## src/sv/spq_pkg.sv

```systemverilog
// ----------------------------------------------------------------------------
// spq_pkg: shared types and constants for the sorted priority queue
// Holds operation and status codes, controller states and the command and
// status structs between the controller and the datapath.
// ----------------------------------------------------------------------------
package spq_pkg;

	localparam int Depth    = 64;
	localparam int KeyBits  = 16;
	localparam int TagBits  = 16;
	localparam int PosBits  = $clog2(Depth);
	localparam int CntBits  = $clog2(Depth + 1);

	typedef enum logic [2:0] {
		OP_OFFER  = 3'd0,
		OP_POLL   = 3'd1,
		OP_REM_AT = 3'd2,
		OP_REM_TAG = 3'd3,
		OP_READ_AT = 3'd4
	} op_t;

	typedef enum logic [1:0] {
		ST_OK    = 2'd0,
		ST_EMPTY = 2'd1,
		ST_FULL  = 2'd2,
		ST_RANGE = 2'd3
	} status_t;

	typedef enum logic [2:0] {
		S_IDLE,
		S_DISPATCH,
		S_SEARCH,
		S_SHIFT_UP,
		S_SHIFT_DOWN,
		S_COMPACT,
		S_HEAD,
		S_DONE
	} state_t;

	// controller -> datapath
	typedef struct packed {
		logic load;       // latch request and clear result
		logic search;     // offer search step at scan index
		logic up_start;   // note insert point, aim pointers at the top entry
		logic shift_up;   // move entry rd to wr = rd+1, step down
		logic place;      // write new entry at insert point
		logic read_out;   // capture read data as out entry
		logic shift_down; // move entry rd to wr = rd-1, step up
		logic compact;    // remove-tag step
		logic head;       // point the read port at the head entry
		logic capture;    // load the result register
		logic set_count;  // fill count from compaction index
		logic dec_count;
		logic inc_count;
	} cmd_t;

	// datapath -> controller
	typedef struct packed {
		logic    scan_done;  // scan index reached fill count
		logic    found;      // stored key comes after the new key
		logic    up_done;    // shift pointer reached insert point
		logic    down_done;  // shift pointer reached fill count
		op_t     op;
		logic    empty;
		logic    full;
		logic    pos_bad;
	} stat_t;

endpackage

```

## src/sv/sorted_priority_queue.sv

```systemverilog
// ----------------------------------------------------------------------------
// sorted_priority_queue: sorted-array priority queue of (key, tag) entries
// Offer, poll, remove at, remove tag and read at over a packed sorted store.
//
//  channel   dir  signals
//  request   in   s_axis_tvalid/tready/tdata
//  result    out  m_axis_tvalid/tready/tdata
//  config    in   cfg_we/cfg_wdata
//
// One request at a time; the store is walked through the single memory read
// port, one entry per cycle.
// Reset empties the queue at once; no clearing pass.
// A result waits in its register until taken; the next request runs meanwhile
// and holds in its last cycle until the register frees.
// ----------------------------------------------------------------------------
module sorted_priority_queue (
	input  logic        clk,
	input  logic        arst_n,
	input  logic        cfg_we,
	input  logic        cfg_wdata,
	input  logic        s_axis_tvalid,
	output logic        s_axis_tready,
	// op[2:0], item_key[18:3], item_tag[34:19], position[40:35]
	input  logic [47:0] s_axis_tdata,
	output logic        m_axis_tvalid,
	input  logic        m_axis_tready,
	// status[1:0], placed_at[7:2], out_key[23:8], out_tag[39:24],
	// removed_count[46:40], head_valid[47], head_key[63:48],
	// head_tag[79:64], entry_count[86:80]
	output logic [87:0] m_axis_tdata
);

	logic             desc_q;
	spq_pkg::cmd_t    cmd;
	spq_pkg::stat_t   stat;
	spq_pkg::status_t status;
	logic [5:0]  placed_at;
	logic [15:0] out_key, out_tag, head_key, head_tag;
	logic [6:0]  removed_count, entry_count;
	logic        head_valid;

	// hold order register
	always_ff @(posedge clk or negedge arst_n) begin
		if (!arst_n) desc_q <= 1'b0;
		else if (cfg_we) desc_q <= cfg_wdata;
	end

	spq_ctrl u_ctrl (
		.clk, .arst_n,
		.req_valid(s_axis_tvalid), .req_ready(s_axis_tready),
		.res_valid(m_axis_tvalid), .res_ready(m_axis_tready),
		.stat, .cmd, .status
	);

	spq_dp u_dp (
		.clk, .arst_n,
		.descending_order(desc_q),
		.op(s_axis_tdata[2:0]),
		.item_key(s_axis_tdata[18:3]),
		.item_tag(s_axis_tdata[34:19]),
		.position(s_axis_tdata[40:35]),
		.cmd, .stat,
		.placed_at, .out_key, .out_tag, .removed_count,
		.head_valid, .head_key, .head_tag, .entry_count
	);

	assign m_axis_tdata = {1'b0, entry_count, head_tag, head_key, head_valid,
	                       removed_count, out_tag, out_key, placed_at, status};

endmodule

```

## src/sv/spq_ctrl.sv

```systemverilog
// ----------------------------------------------------------------------------
// spq_ctrl: sequencer for the sorted priority queue
// Steps each request through search, shift or compaction, and head capture phases.
// ----------------------------------------------------------------------------
module spq_ctrl (
	input  logic              clk,
	input  logic              arst_n,
	input  logic              req_valid,
	output logic              req_ready,
	output logic              res_valid,
	input  logic              res_ready,
	input  spq_pkg::stat_t    stat,
	output spq_pkg::cmd_t     cmd,
	output spq_pkg::status_t  status
);

	spq_pkg::state_t state_q, state_d;
	spq_pkg::status_t status_q, status_d;
	spq_pkg::status_t res_status_q;
	logic             res_valid_q;

	// hold state, result status and result valid
	always_ff @(posedge clk or negedge arst_n) begin
		if (!arst_n) begin
			state_q      <= spq_pkg::S_IDLE;
			status_q     <= spq_pkg::ST_OK;
			res_status_q <= spq_pkg::ST_OK;
			res_valid_q  <= 1'b0;
		end else begin
			state_q  <= state_d;
			status_q <= status_d;
			if (cmd.capture) begin
				res_status_q <= status_q;
				res_valid_q  <= 1'b1;
			end else if (res_ready) begin
				res_valid_q <= 1'b0;
			end
		end
	end

	assign status    = res_status_q;
	assign res_valid = res_valid_q;

	// next state and commands
	always_comb begin
		state_d   = state_q;
		status_d  = status_q;
		cmd       = '0;
		req_ready = 1'b0;
		unique case (state_q)
			spq_pkg::S_IDLE: begin
				req_ready = 1'b1;
				if (req_valid) begin
					cmd.load = 1'b1;
					status_d = spq_pkg::ST_OK;
					state_d  = spq_pkg::S_DISPATCH;
				end
			end
			spq_pkg::S_DISPATCH: begin
				// dispatch on the latched op
				state_d = spq_pkg::S_HEAD;
				unique case (stat.op)
					spq_pkg::OP_OFFER: begin
						if (stat.full) status_d = spq_pkg::ST_FULL;
						else state_d = spq_pkg::S_SEARCH;
					end
					spq_pkg::OP_POLL, spq_pkg::OP_REM_AT, spq_pkg::OP_READ_AT: begin
						if (stat.empty) status_d = spq_pkg::ST_EMPTY;
						else if (stat.pos_bad) status_d = spq_pkg::ST_RANGE;
						else begin
							cmd.read_out = 1'b1;
							if (stat.op != spq_pkg::OP_READ_AT)
								state_d = spq_pkg::S_SHIFT_DOWN;
						end
					end
					spq_pkg::OP_REM_TAG: begin
						if (stat.empty) status_d = spq_pkg::ST_EMPTY;
						else state_d = spq_pkg::S_COMPACT;
					end
					// undefined op: leave the store alone
					default: state_d = spq_pkg::S_HEAD;
				endcase
			end
			spq_pkg::S_SEARCH: begin
				if (stat.scan_done || stat.found) begin
					cmd.up_start = 1'b1;
					state_d      = spq_pkg::S_SHIFT_UP;
				end else cmd.search = 1'b1;
			end
			spq_pkg::S_SHIFT_UP: begin
				if (stat.up_done) begin
					cmd.place     = 1'b1;
					cmd.inc_count = 1'b1;
					state_d       = spq_pkg::S_HEAD;
				end else cmd.shift_up = 1'b1;
			end
			spq_pkg::S_SHIFT_DOWN: begin
				if (stat.down_done) begin
					cmd.dec_count = 1'b1;
					state_d       = spq_pkg::S_HEAD;
				end else cmd.shift_down = 1'b1;
			end
			spq_pkg::S_COMPACT: begin
				if (stat.scan_done) begin
					cmd.set_count = 1'b1;
					state_d       = spq_pkg::S_HEAD;
				end else cmd.compact = 1'b1;
			end
			spq_pkg::S_HEAD: begin
				// read the head entry once the store has settled
				cmd.head = 1'b1;
				state_d  = spq_pkg::S_DONE;
			end
			spq_pkg::S_DONE: begin
				// hand the result over once the result register is free
				if (!res_valid_q || res_ready) begin
					cmd.capture = 1'b1;
					state_d     = spq_pkg::S_IDLE;
				end
			end
			default: state_d = spq_pkg::S_IDLE;
		endcase
	end

endmodule

```

## src/sv/spq_dp.sv

```systemverilog
// ----------------------------------------------------------------------------
// spq_dp: storage and data path of the sorted priority queue
// Key and tag memories with one read and one write port, scan pointers,
// fill count and result registers.
// ----------------------------------------------------------------------------
module spq_dp (
	input  logic                              clk,
	input  logic                              arst_n,
	input  logic                              descending_order,
	input  logic [2:0]                        op,
	input  logic [spq_pkg::KeyBits-1:0]       item_key,
	input  logic [spq_pkg::TagBits-1:0]       item_tag,
	input  logic [spq_pkg::PosBits-1:0]       position,
	input  spq_pkg::cmd_t                     cmd,
	output spq_pkg::stat_t                    stat,
	output logic [spq_pkg::PosBits-1:0]       placed_at,
	output logic [spq_pkg::KeyBits-1:0]       out_key,
	output logic [spq_pkg::TagBits-1:0]       out_tag,
	output logic [spq_pkg::CntBits-1:0]       removed_count,
	output logic                              head_valid,
	output logic [spq_pkg::KeyBits-1:0]       head_key,
	output logic [spq_pkg::TagBits-1:0]       head_tag,
	output logic [spq_pkg::CntBits-1:0]       entry_count
);

	localparam int PB = spq_pkg::PosBits;
	localparam int CB = spq_pkg::CntBits;

	logic [spq_pkg::KeyBits-1:0] key_mem [spq_pkg::Depth];
	logic [spq_pkg::TagBits-1:0] tag_mem [spq_pkg::Depth];

	spq_pkg::op_t                op_q;
	logic [spq_pkg::KeyBits-1:0] key_q;
	logic [spq_pkg::TagBits-1:0] tag_q;
	logic [PB-1:0]               pos_q;
	logic [CB-1:0]               fill_q;
	logic [CB-1:0]               rd_q;   // read pointer, rkey_q/rtag_q hold its entry
	logic [CB-1:0]               wr_q;   // write pointer
	logic [CB-1:0]               ins_q;  // insert point of an offer
	logic [spq_pkg::KeyBits-1:0] rkey_q;
	logic [spq_pkg::TagBits-1:0] rtag_q;
	logic [CB-1:0]               rd_d;
	logic [PB-1:0]               plc_q;
	logic [spq_pkg::KeyBits-1:0] okey_q;
	logic [spq_pkg::TagBits-1:0] otag_q;
	logic [CB-1:0]               rcnt_q;

	logic [CB-1:0] eff_pos;
	logic          after;

	assign eff_pos = (op_q == spq_pkg::OP_POLL) ? '0 : CB'(pos_q);
	assign after   = descending_order ? (rkey_q < key_q) : (rkey_q > key_q);

	// read address for the next cycle
	always_comb begin
		priority if (cmd.load) begin
			rd_d = (op == 3'(spq_pkg::OP_REM_AT) || op == 3'(spq_pkg::OP_READ_AT))
			       ? CB'(position) : '0;
		end else if (cmd.search || cmd.compact || cmd.shift_down || cmd.read_out)
			rd_d = rd_q + 1'b1;
		else if (cmd.up_start) rd_d = fill_q - 1'b1;
		else if (cmd.shift_up) rd_d = rd_q - 1'b1;
		else if (cmd.head) rd_d = '0;
		else rd_d = rd_q;
	end

	// registered memory read
	always_ff @(posedge clk) begin
		rkey_q <= key_mem[rd_d[PB-1:0]];
		rtag_q <= tag_mem[rd_d[PB-1:0]];
	end

	// memory writes
	always_ff @(posedge clk) begin
		if (cmd.place) begin
			key_mem[wr_q[PB-1:0]] <= key_q;
			tag_mem[wr_q[PB-1:0]] <= tag_q;
		end else if (cmd.shift_up || cmd.shift_down || (cmd.compact && rtag_q != tag_q)) begin
			key_mem[wr_q[PB-1:0]] <= rkey_q;
			tag_mem[wr_q[PB-1:0]] <= rtag_q;
		end
	end

	// request latch, pointers and results
	always_ff @(posedge clk or negedge arst_n) begin
		if (!arst_n) begin
			fill_q        <= '0;
			op_q          <= spq_pkg::OP_OFFER;
			rd_q          <= '0;
			wr_q          <= '0;
			ins_q         <= '0;
			plc_q         <= '0;
			okey_q        <= '0;
			otag_q        <= '0;
			rcnt_q        <= '0;
			placed_at     <= '0;
			out_key       <= '0;
			out_tag       <= '0;
			removed_count <= '0;
			head_valid    <= 1'b0;
			head_key      <= '0;
			head_tag      <= '0;
			entry_count   <= '0;
			key_q         <= '0;
			tag_q         <= '0;
			pos_q         <= '0;
		end else begin
			rd_q <= rd_d;
			if (cmd.load) begin
				op_q   <= spq_pkg::op_t'(op);
				key_q  <= item_key;
				tag_q  <= item_tag;
				pos_q  <= position;
				plc_q  <= '0;
				okey_q <= '0;
				otag_q <= '0;
				rcnt_q <= '0;
				wr_q   <= '0;
			end
			// offer: search ends at the insert point, shift from the top down
			if (cmd.up_start) begin
				ins_q <= rd_q;
				wr_q  <= fill_q;
			end
			if (cmd.shift_up) wr_q <= wr_q - 1'b1;
			if (cmd.place) plc_q <= ins_q[PB-1:0];
			if (cmd.read_out) begin
				okey_q <= rkey_q;
				otag_q <= rtag_q;
				wr_q   <= eff_pos;
			end
			if (cmd.shift_down) wr_q <= wr_q + 1'b1;
			if (cmd.compact) begin
				if (rtag_q != tag_q) wr_q <= wr_q + 1'b1;
				else rcnt_q <= rcnt_q + 1'b1;
			end
			if (cmd.set_count) fill_q <= wr_q;
			if (cmd.inc_count) fill_q <= fill_q + 1'b1;
			if (cmd.dec_count) fill_q <= fill_q - 1'b1;
			// load the result register; the read port holds the head entry
			if (cmd.capture) begin
				placed_at     <= plc_q;
				out_key       <= okey_q;
				out_tag       <= otag_q;
				removed_count <= rcnt_q;
				head_valid    <= (fill_q != '0);
				head_key      <= (fill_q != '0) ? rkey_q : '0;
				head_tag      <= (fill_q != '0) ? rtag_q : '0;
				entry_count   <= fill_q;
			end
		end
	end

	always_comb begin
		stat.op        = op_q;
		stat.empty     = (fill_q == '0);
		stat.full      = (fill_q == CB'(spq_pkg::Depth));
		stat.pos_bad   = (eff_pos >= fill_q);
		stat.scan_done = (rd_q == fill_q);
		stat.found     = (rd_q != fill_q) && after;
		stat.up_done   = (wr_q == ins_q);
		stat.down_done = (rd_q == fill_q);
	end

endmodule
```

## config.mk

```make
export PLATFORM = sky130hd
export DESIGN_NAME = sorted_priority_queue
export DESIGN_NICKNAME = d
export VERILOG_FILES = /design/src/sv/spq_pkg.sv /design/src/sv/sorted_priority_queue.sv /design/src/sv/spq_ctrl.sv /design/src/sv/spq_dp.sv
export SDC_FILE = /design/constraint.sdc
export NUM_CORES = 2
export LEC_CHECK = 0
export BUFFER_PORTS_ARGS = -buffer_cell sky130_fd_sc_hd__buf_2
export CAP_MARGIN = 20
export CORE_ASPECT_RATIO = 1.5
export CORE_UTILIZATION = 40
export DETAILED_ROUTE_END_ITERATION = 10
export HOLD_SLACK_MARGIN = 0.12
export MAX_ROUTING_LAYER = met4
export SETUP_SLACK_MARGIN = 0.3
export SLEW_MARGIN = 20
export SYNTH_ARGS = -nofsm -noshare
export SYNTH_HDL_FRONTEND = slang
export SYNTH_SLANG_ARGS = --single-unit
```

## constraint.sdc

```tcl
create_clock -name clk -period 14.2 [get_ports clk]
set_input_delay 3.55 -clock clk [delete_from_list [all_inputs] [get_ports clk]]
set_output_delay 3.55 -clock clk [all_outputs]
set_load 0.02 [all_outputs]
```

Word-level counts from Yosys, hierarchy flattened
Memory sizes are Yosys's and may differ from the RTL's. A register that Yosys moved wholly into a read port is not among the register bits.
Cells that the tools add are included.
{"block": "op_classes", "addsub": 7, "multipliers": 0, "n_div": 0, "order_cmp": 3, "eq_ne": 28, "shifts": 0, "mux": 79, "bitwise_logic": 2, "n_reduce_logical": 25}
{"op": "7-bit two-way mux", "count": 18}
{"op": "16-bit two-way mux", "count": 7}
{"op": "1-bit two-way mux", "count": 29}
{"op": "7-bit by 1-bit adder with 7-bit output, second input constant", "count": 4}
{"op": "3-bit two-way mux", "count": 8}
{"op": "6-bit two-way mux", "count": 4}
{"op": "3-bit case mux with 7 select lines", "count": 1}
{"op": "7-bit by 1-bit subtractor with 7-bit output, second input constant", "count": 3}
{"op": "3-bit equality test, second input constant", "count": 6}
{"op": "2-bit two-way mux", "count": 9}
{"op": "16-bit greater-than comparator", "count": 1}
{"op": "16-bit < comparator", "count": 1}
{"op": "16-bit != test", "count": 1}
{"op": "3-bit by 2-bit equality test with 1-bit output, second input constant", "count": 5}
{"op": "7-bit equality test", "count": 2}
{"op": "3-bit != test, second input constant", "count": 3}
{"op": "3-bit case mux with 3 select lines", "count": 1}
{"op": "1-bit logical OR", "count": 8}
{"op": "4-bit != test, second input constant", "count": 2}
{"op": "2-bit nonzero test", "count": 4}
{"op": "7-bit equality test, second input constant", "count": 1}
{"op": "7-bit greater-or-equal comparator", "count": 1}
{"op": "7-bit zero test", "count": 1}
{"op": "7-bit != test", "count": 1}
{"op": "16 further kinds", "count": 23}
{"block": "word_totals", "register_bits": 208, "latchBits": 0, "ram_bits": 2048, "mem_bits_ro": 0, "out_inout_bits": 90, "elab_cells": 172, "mem_count": 2}
{"name": "u_dp.key_mem", "words": 64, "width": 16, "read_ports": 1, "rd_clocked_by_memory_dff": 1, "write_ports": 1, "line_no": "spq_dp.sv:29", "text": "logic [spq_pkg::KeyBits-1:0] key_mem [spq_pkg::Depth];"}
{"name": "u_dp.tag_mem", "words": 64, "width": 16, "read_ports": 1, "rd_clocked_by_memory_dff": 1, "write_ports": 1, "line_no": "spq_dp.sv:30", "text": "logic [spq_pkg::TagBits-1:0] tag_mem [spq_pkg::Depth];"}

Depth between registers and ports, before layout
{"block": "logic_depth", "depth_word": 12, "depth_mapped": 22}

Modules after synthesis
Synthesis repeated with hierarchy kept, for this count alone.
{"block": "unflattened", "cells_unflattened": 7257, "area_unflattened_um2": 94668.3}
{"mod": "spq_dp", "instances": 1, "cells_per_inst": 7168, "area_each_um2": 93967.6, "seq_area_each_um2": 67119.4}
{"mod": "spq_ctrl", "instances": 1, "cells_per_inst": 84, "area_each_um2": 641.9, "seq_area_each_um2": 200.2}
{"mod": "sorted_priority_queue", "instances": 1, "cells_per_inst": 5, "area_each_um2": 58.8, "seq_area_each_um2": 25.0}

Worst setup path before layout
No wires, ideal clock.
{"block": "synth_timing", "path_type": "input to register", "start": "input s_axis_tvalid", "end": "register u_dp.rtag_q[11] (netlist name), read port of u_dp.tag_mem", "setup_ps": 117, "arrival_ps": 6087, "required_time_ps": 14083, "path_slack_ps": 7995, "stages": 13, "path_cell_list": "nand2_1 -> nor3_2 -> a21oi_1 -> a32o_1 -> a211o_1 -> inv_2 -> buf_6 -> buf_4 -> buf_2 -> mux2i_1 -> a221oi_1 -> or3_1 -> a32o_1"}
{"block": "synth_via", "elab_chain_len": 3}
{"item": "start, declared", "line_no": "sorted_priority_queue.sv:21", "text": "input logic s_axis_tvalid,"}
{"item": "1-bit two-way mux", "line_no": "spq_ctrl.sv:53", "text": "if (req_valid) begin"}
{"item": "1-bit two-way mux", "line_no": "spq_ctrl.sv:50", "text": "unique case (state_q)"}
{"item": "7-bit two-way mux", "line_no": "spq_dp.sv:56", "text": "priority if (cmd.load) begin"}
{"item": "end, declared", "line_no": "spq_dp.sv:41", "text": "logic [spq_pkg::TagBits-1:0] rtag_q;"}
No other way between the ends.
A chain may end at the register's enable or synchronous reset.

Worst setup path after layout
{"block": "layout_timing", "start": "input s_axis_tvalid", "end": "register u_dp.rkey_q[9] (netlist name), read port of u_dp.key_mem"}
{"block": "layout_via", "elab_chain_len": 3}
{"item": "1-bit two-way mux", "line_no": "spq_ctrl.sv:53"}
{"item": "1-bit two-way mux", "line_no": "spq_ctrl.sv:50"}
{"item": "7-bit two-way mux", "line_no": "spq_dp.sv:56"}
{"item": "end, declared", "line_no": "spq_dp.sv:40", "text": "logic [spq_pkg::KeyBits-1:0] rkey_q;"}
No other way between the ends.

==> out/summary.txt <==
run status = completed
global-route wire length before repair = 382.2 mm
number of antenna violations at the first check in global routing = 5
warnings from Yosys = 0
number of global-route vias before repair = 54450
chip height = 588.6 um
category of the worst setup path capture point = flip-flop
area of combinational cells with multiple inputs = 0.02307 sq mm
quantity of gates resized following cts = 0
TritonCTS clock tree = done
FF+latch count, synth = 2288
fraction of the cycle the final worst path needs = 0.5906
crit path kind = input port to flip-flop
sequential standard cell area = 0.06734 sq mm
number of buffers inserted for hold repair after clock tree synthesis = 0
clock insertion delay at the later pin of the skew report = 0.87 ns
most common flop cell mapped by yosys = sky130_fd_sc_hd__edfxtp_1
crit path capture = u_dp.rkey_q[9]
final period demand of the worst path = 8.387 ns
maximum number of pins on one net before global-route repair = 166
postcts setup bufs = 0
Area Growth Syn to Fin = 12.10%
layout cells sized above 1 = 0.1228
CTS buffer count = 200
Worst R2R Start = u_dp.rkey_q[11]
hold crit path type = flip-flop to flip-flop
full die area = 0.2314 sq mm
global-route track usage on met2 = 0.3932
most crowded layer after global routing = met2
FMAX = 119.2 MHz
final-layout setup total negative slack = 0 ns
number of optimization iterations in the first detailed-route pass = 7
met1 track demand over resource in global routing = 0.2781
routed vias = 56520
aggregate routed wire length = 268.7 mm
leading cell type in the layout, fill and taps excluded = sky130_fd_sc_hd__edfxtp_1
number of nets in the finished design = 6763
half-perimeter wire length after detailed placement = 154.6 mm
max_slew headroom = 0.1728
worst flop-to-flop path endpoint = u_dp.rkey_q[9]
GR Util met3 = 0.02760
clock-pin slew on the worst setup and hold paths = 0.07 ns
antenna-violating nets left = 0
setup clock skew after layout = 0.05834 ns
RSZ-0062 raised after global routing = false
depth of the most critical reg-to-reg path = 14
final hold vios = 0
Post-synth EDFFs = 2048
Std-Cell Core Area = 0.2284 sq mm
routability cong. = 0.9071
I/O pin cnt = 144
slack of the worst reg-to-reg path = 6.79 ns
Bufs on Longest Clock Path = 4
Cell variety after synth = 89
Worst Path Arrival = 9.07 ns
final number of max-transition violations = 0
global-route usage over all layers = 0.2341
number of cells in the finished layout apart from fillers = 9870
global-route congestion overflow total = 0
Die Wd = 393.1 um
Avg Cell Area, Syn = 13.98 sq um
number of max-capacitance violations reported = 0
starting density of the core = 0.4018
routed length per instance = 27.23 um
Netlist Area Pre-Place = 0.09177 sq mm
buffer cell driving the clock tree root = sky130_fd_sc_hd__clkbuf_16
number of buffers inserted by port buffering = 135
Net Count, Synth = 6647
Post-Place Cells = 9516
Cell Rows = 215
number of sinks handled by clock tree synthesis = 2288
number of cells produced by synthesis = 6564
H-tree depth = 4
largest driver fanout on the critical path = 126
start point of the critical path = s_axis_tvalid
vias per inst = 5.727
hold path cells = 2
number of design rule violations left after detail routing = 0
top library cells by usage in the layout, fill and taps aside = 2048 x sky130_fd_sc_hd__edfxtp_1, 1604 x sky130_fd_sc_hd__nand2_1, 504 x sky130_fd_sc_hd__nand3_1, 414 x sky130_fd_sc_hd__mux2i_1, 208 x sky130_fd_sc_hd__dfrtp_1
Req. time, crit path = 14.89 ns
endpoints failing setup = 0
share of the yosys chip area belonging to registers = 0.7338
type of origin of the critical path = input port
filler instances = 19980
1st-iter DRT viols = 5947
share of flip-flops with an asynchronous set or reset after synthesis = 0.09091
Worst Max-Slew Pin Slew = 1.236 ns
-- area by class of cell --
type,count,area share
diodes,2,0.00004865
clock buffers,265,0.05341
clock inverters,87,0.008027
inverters,40,0.001630
multi-input cells,3831,0.2243
flip-flops and latches,2288,0.6546
well taps,3038,0.03695
repair buffers,319,0.02106
-- cells by family after synthesis --
| family | count (synthesis) | share of synthesized area |
|---|---|---|
| AOI/OAI and AO/OA | 825 | 0.06420 |
| xor gates and xnor gates | 56 | 0.005344 |
| adders and majority gates | 30 | 0.004063 |
| buffers and inverters | 445 | 0.02376 |
| DFF | 2288 | 0.7338 |
| muxes | 529 | 0.05976 |
| other | 1 | 0.00004086 |
| and+or+nand+nor | 2390 | 0.1090 |
-- flip-flops by register name (all words and copies together), names as in the netlist, 16 cells and up --
name,cells
u_dp.key_mem,1024
u_dp.tag_mem,1024
u_dp.head_key,16
u_dp.head_tag,16
u_dp.key_q,16
u_dp.okey_q,16
u_dp.otag_q,16
u_dp.out_key,16
u_dp.out_tag,16
u_dp.rkey_q,16
u_dp.rtag_q,16
u_dp.tag_q,16
-- per-layer routing --
metal	routed length, um	share of wire
met5	0	0
met4	14550	0.054
met2	134400	0.50
met3	17690	0.066
met1	102100	0.38
-- critical path, cell delays in order --
cell and delay [ns]:
sky130_fd_sc_hd__buf_2 0.11, sky130_fd_sc_hd__nand2_2 0.04, sky130_fd_sc_hd__buf_4 0.39, sky130_fd_sc_hd__nor3_2 0.82, sky130_fd_sc_hd__nand2_1 0.30, sky130_fd_sc_hd__o41a_4 0.29, sky130_fd_sc_hd__inv_8 0.44, sky130_fd_sc_hd__buf_4 0.70
sky130_fd_sc_hd__buf_12 0.56, sky130_fd_sc_hd__nand3_1 0.17, sky130_fd_sc_hd__a32oi_1 0.50, sky130_fd_sc_hd__a32o_1 0.68, sky130_fd_sc_hd__o22ai_1 0.21
-- Yosys cell counts (8+ instances only) --
cell	n	area (sq um)
sky130_fd_sc_hd__nand2b_1	8	50.05
sky130_fd_sc_hd__buf_2	158	790.8
sky130_fd_sc_hd__xnor2_1	41	359.1
sky130_fd_sc_hd__a32oi_1	89	779.5
sky130_fd_sc_hd__a22oi_1	24	180.2
sky130_fd_sc_hd__inv_1	35	131.4
sky130_fd_sc_hd__o211ai_1	29	217.7
sky130_fd_sc_hd__nand3b_1	8	60.06
sky130_fd_sc_hd__o31ai_1	10	75.07
sky130_fd_sc_hd__or3_1	20	125.1
sky130_fd_sc_hd__nand4_1	10	62.56
sky130_fd_sc_hd__mux2_2	111	1250
sky130_fd_sc_hd__edfxtp_1	2048	61500
sky130_fd_sc_hd__and3_1	25	156.4
sky130_fd_sc_hd__buf_4	57	427.9
sky130_fd_sc_hd__buf_6	13	146.4
sky130_fd_sc_hd__and2_1	11	68.82
sky130_fd_sc_hd__a22o_1	37	324.1
sky130_fd_sc_hd__o21ai_0	135	675.7
sky130_fd_sc_hd__a21oi_1	86	430.4
sky130_fd_sc_hd__a31o_1	17	148.9
sky130_fd_sc_hd__o22ai_1	60	375.4
sky130_fd_sc_hd__xor2_1	15	131.4
sky130_fd_sc_hd__dfxtp_1	32	640.6
sky130_fd_sc_hd__ha_1	29	362.9
sky130_fd_sc_hd__clkbuf_1	154	578.1
sky130_fd_sc_hd__nand2_1	1606	6028
sky130_fd_sc_hd__mux2i_1	414	4144
sky130_fd_sc_hd__dfrtp_1	208	5205
sky130_fd_sc_hd__nand3_1	504	2522
sky130_fd_sc_hd__nor3_1	44	220.2
sky130_fd_sc_hd__buf_1	22	82.58
sky130_fd_sc_hd__a221oi_1	39	341.6
sky130_fd_sc_hd__a31oi_1	143	894.6
sky130_fd_sc_hd__a211oi_1	10	75.07
sky130_fd_sc_hd__a32o_1	43	430.4
sky130_fd_sc_hd__nor2_1	123	461.7
-- stage by stage --
step                cell area, sq um  hold WS, ns  setup WS (ns)  utilization
finish                        102900       0.4663          5.813       0.4505
global route                  102900       0.4907          5.667       0.4505
CTS                           102900       0.4673          5.942       0.4504
detailed placement             96550       0.4494          5.067       0.4227
global placement               96510       0.4549          5.190       0.4226
floorplan                      91770       0.4374          7.995            -
-- how the worst min path moves through the flow --
| stage | endpoint | startpoint | slack [ns] |
|---|---|---|---|
| floorplan | u_dp.pos_q[1] | u_dp.pos_q[1] | 0.44 |
| global placement | u_dp.out_key[15] | u_dp.out_key[15] | 0.45 |
| detailed placement | u_dp.out_key[15] | u_dp.okey_q[15] | 0.45 |
| CTS | u_dp.out_tag[7] | u_dp.otag_q[7] | 0.47 |
| global route | u_dp.out_key[15] | u_dp.okey_q[15] | 0.49 |
| finish | u_dp.out_key[15] | u_dp.okey_q[15] | 0.47 |
Power is left out: the tool's default activity adds up to more than one toggle a clock period on the data nets, which glitch-free logic cannot reach.
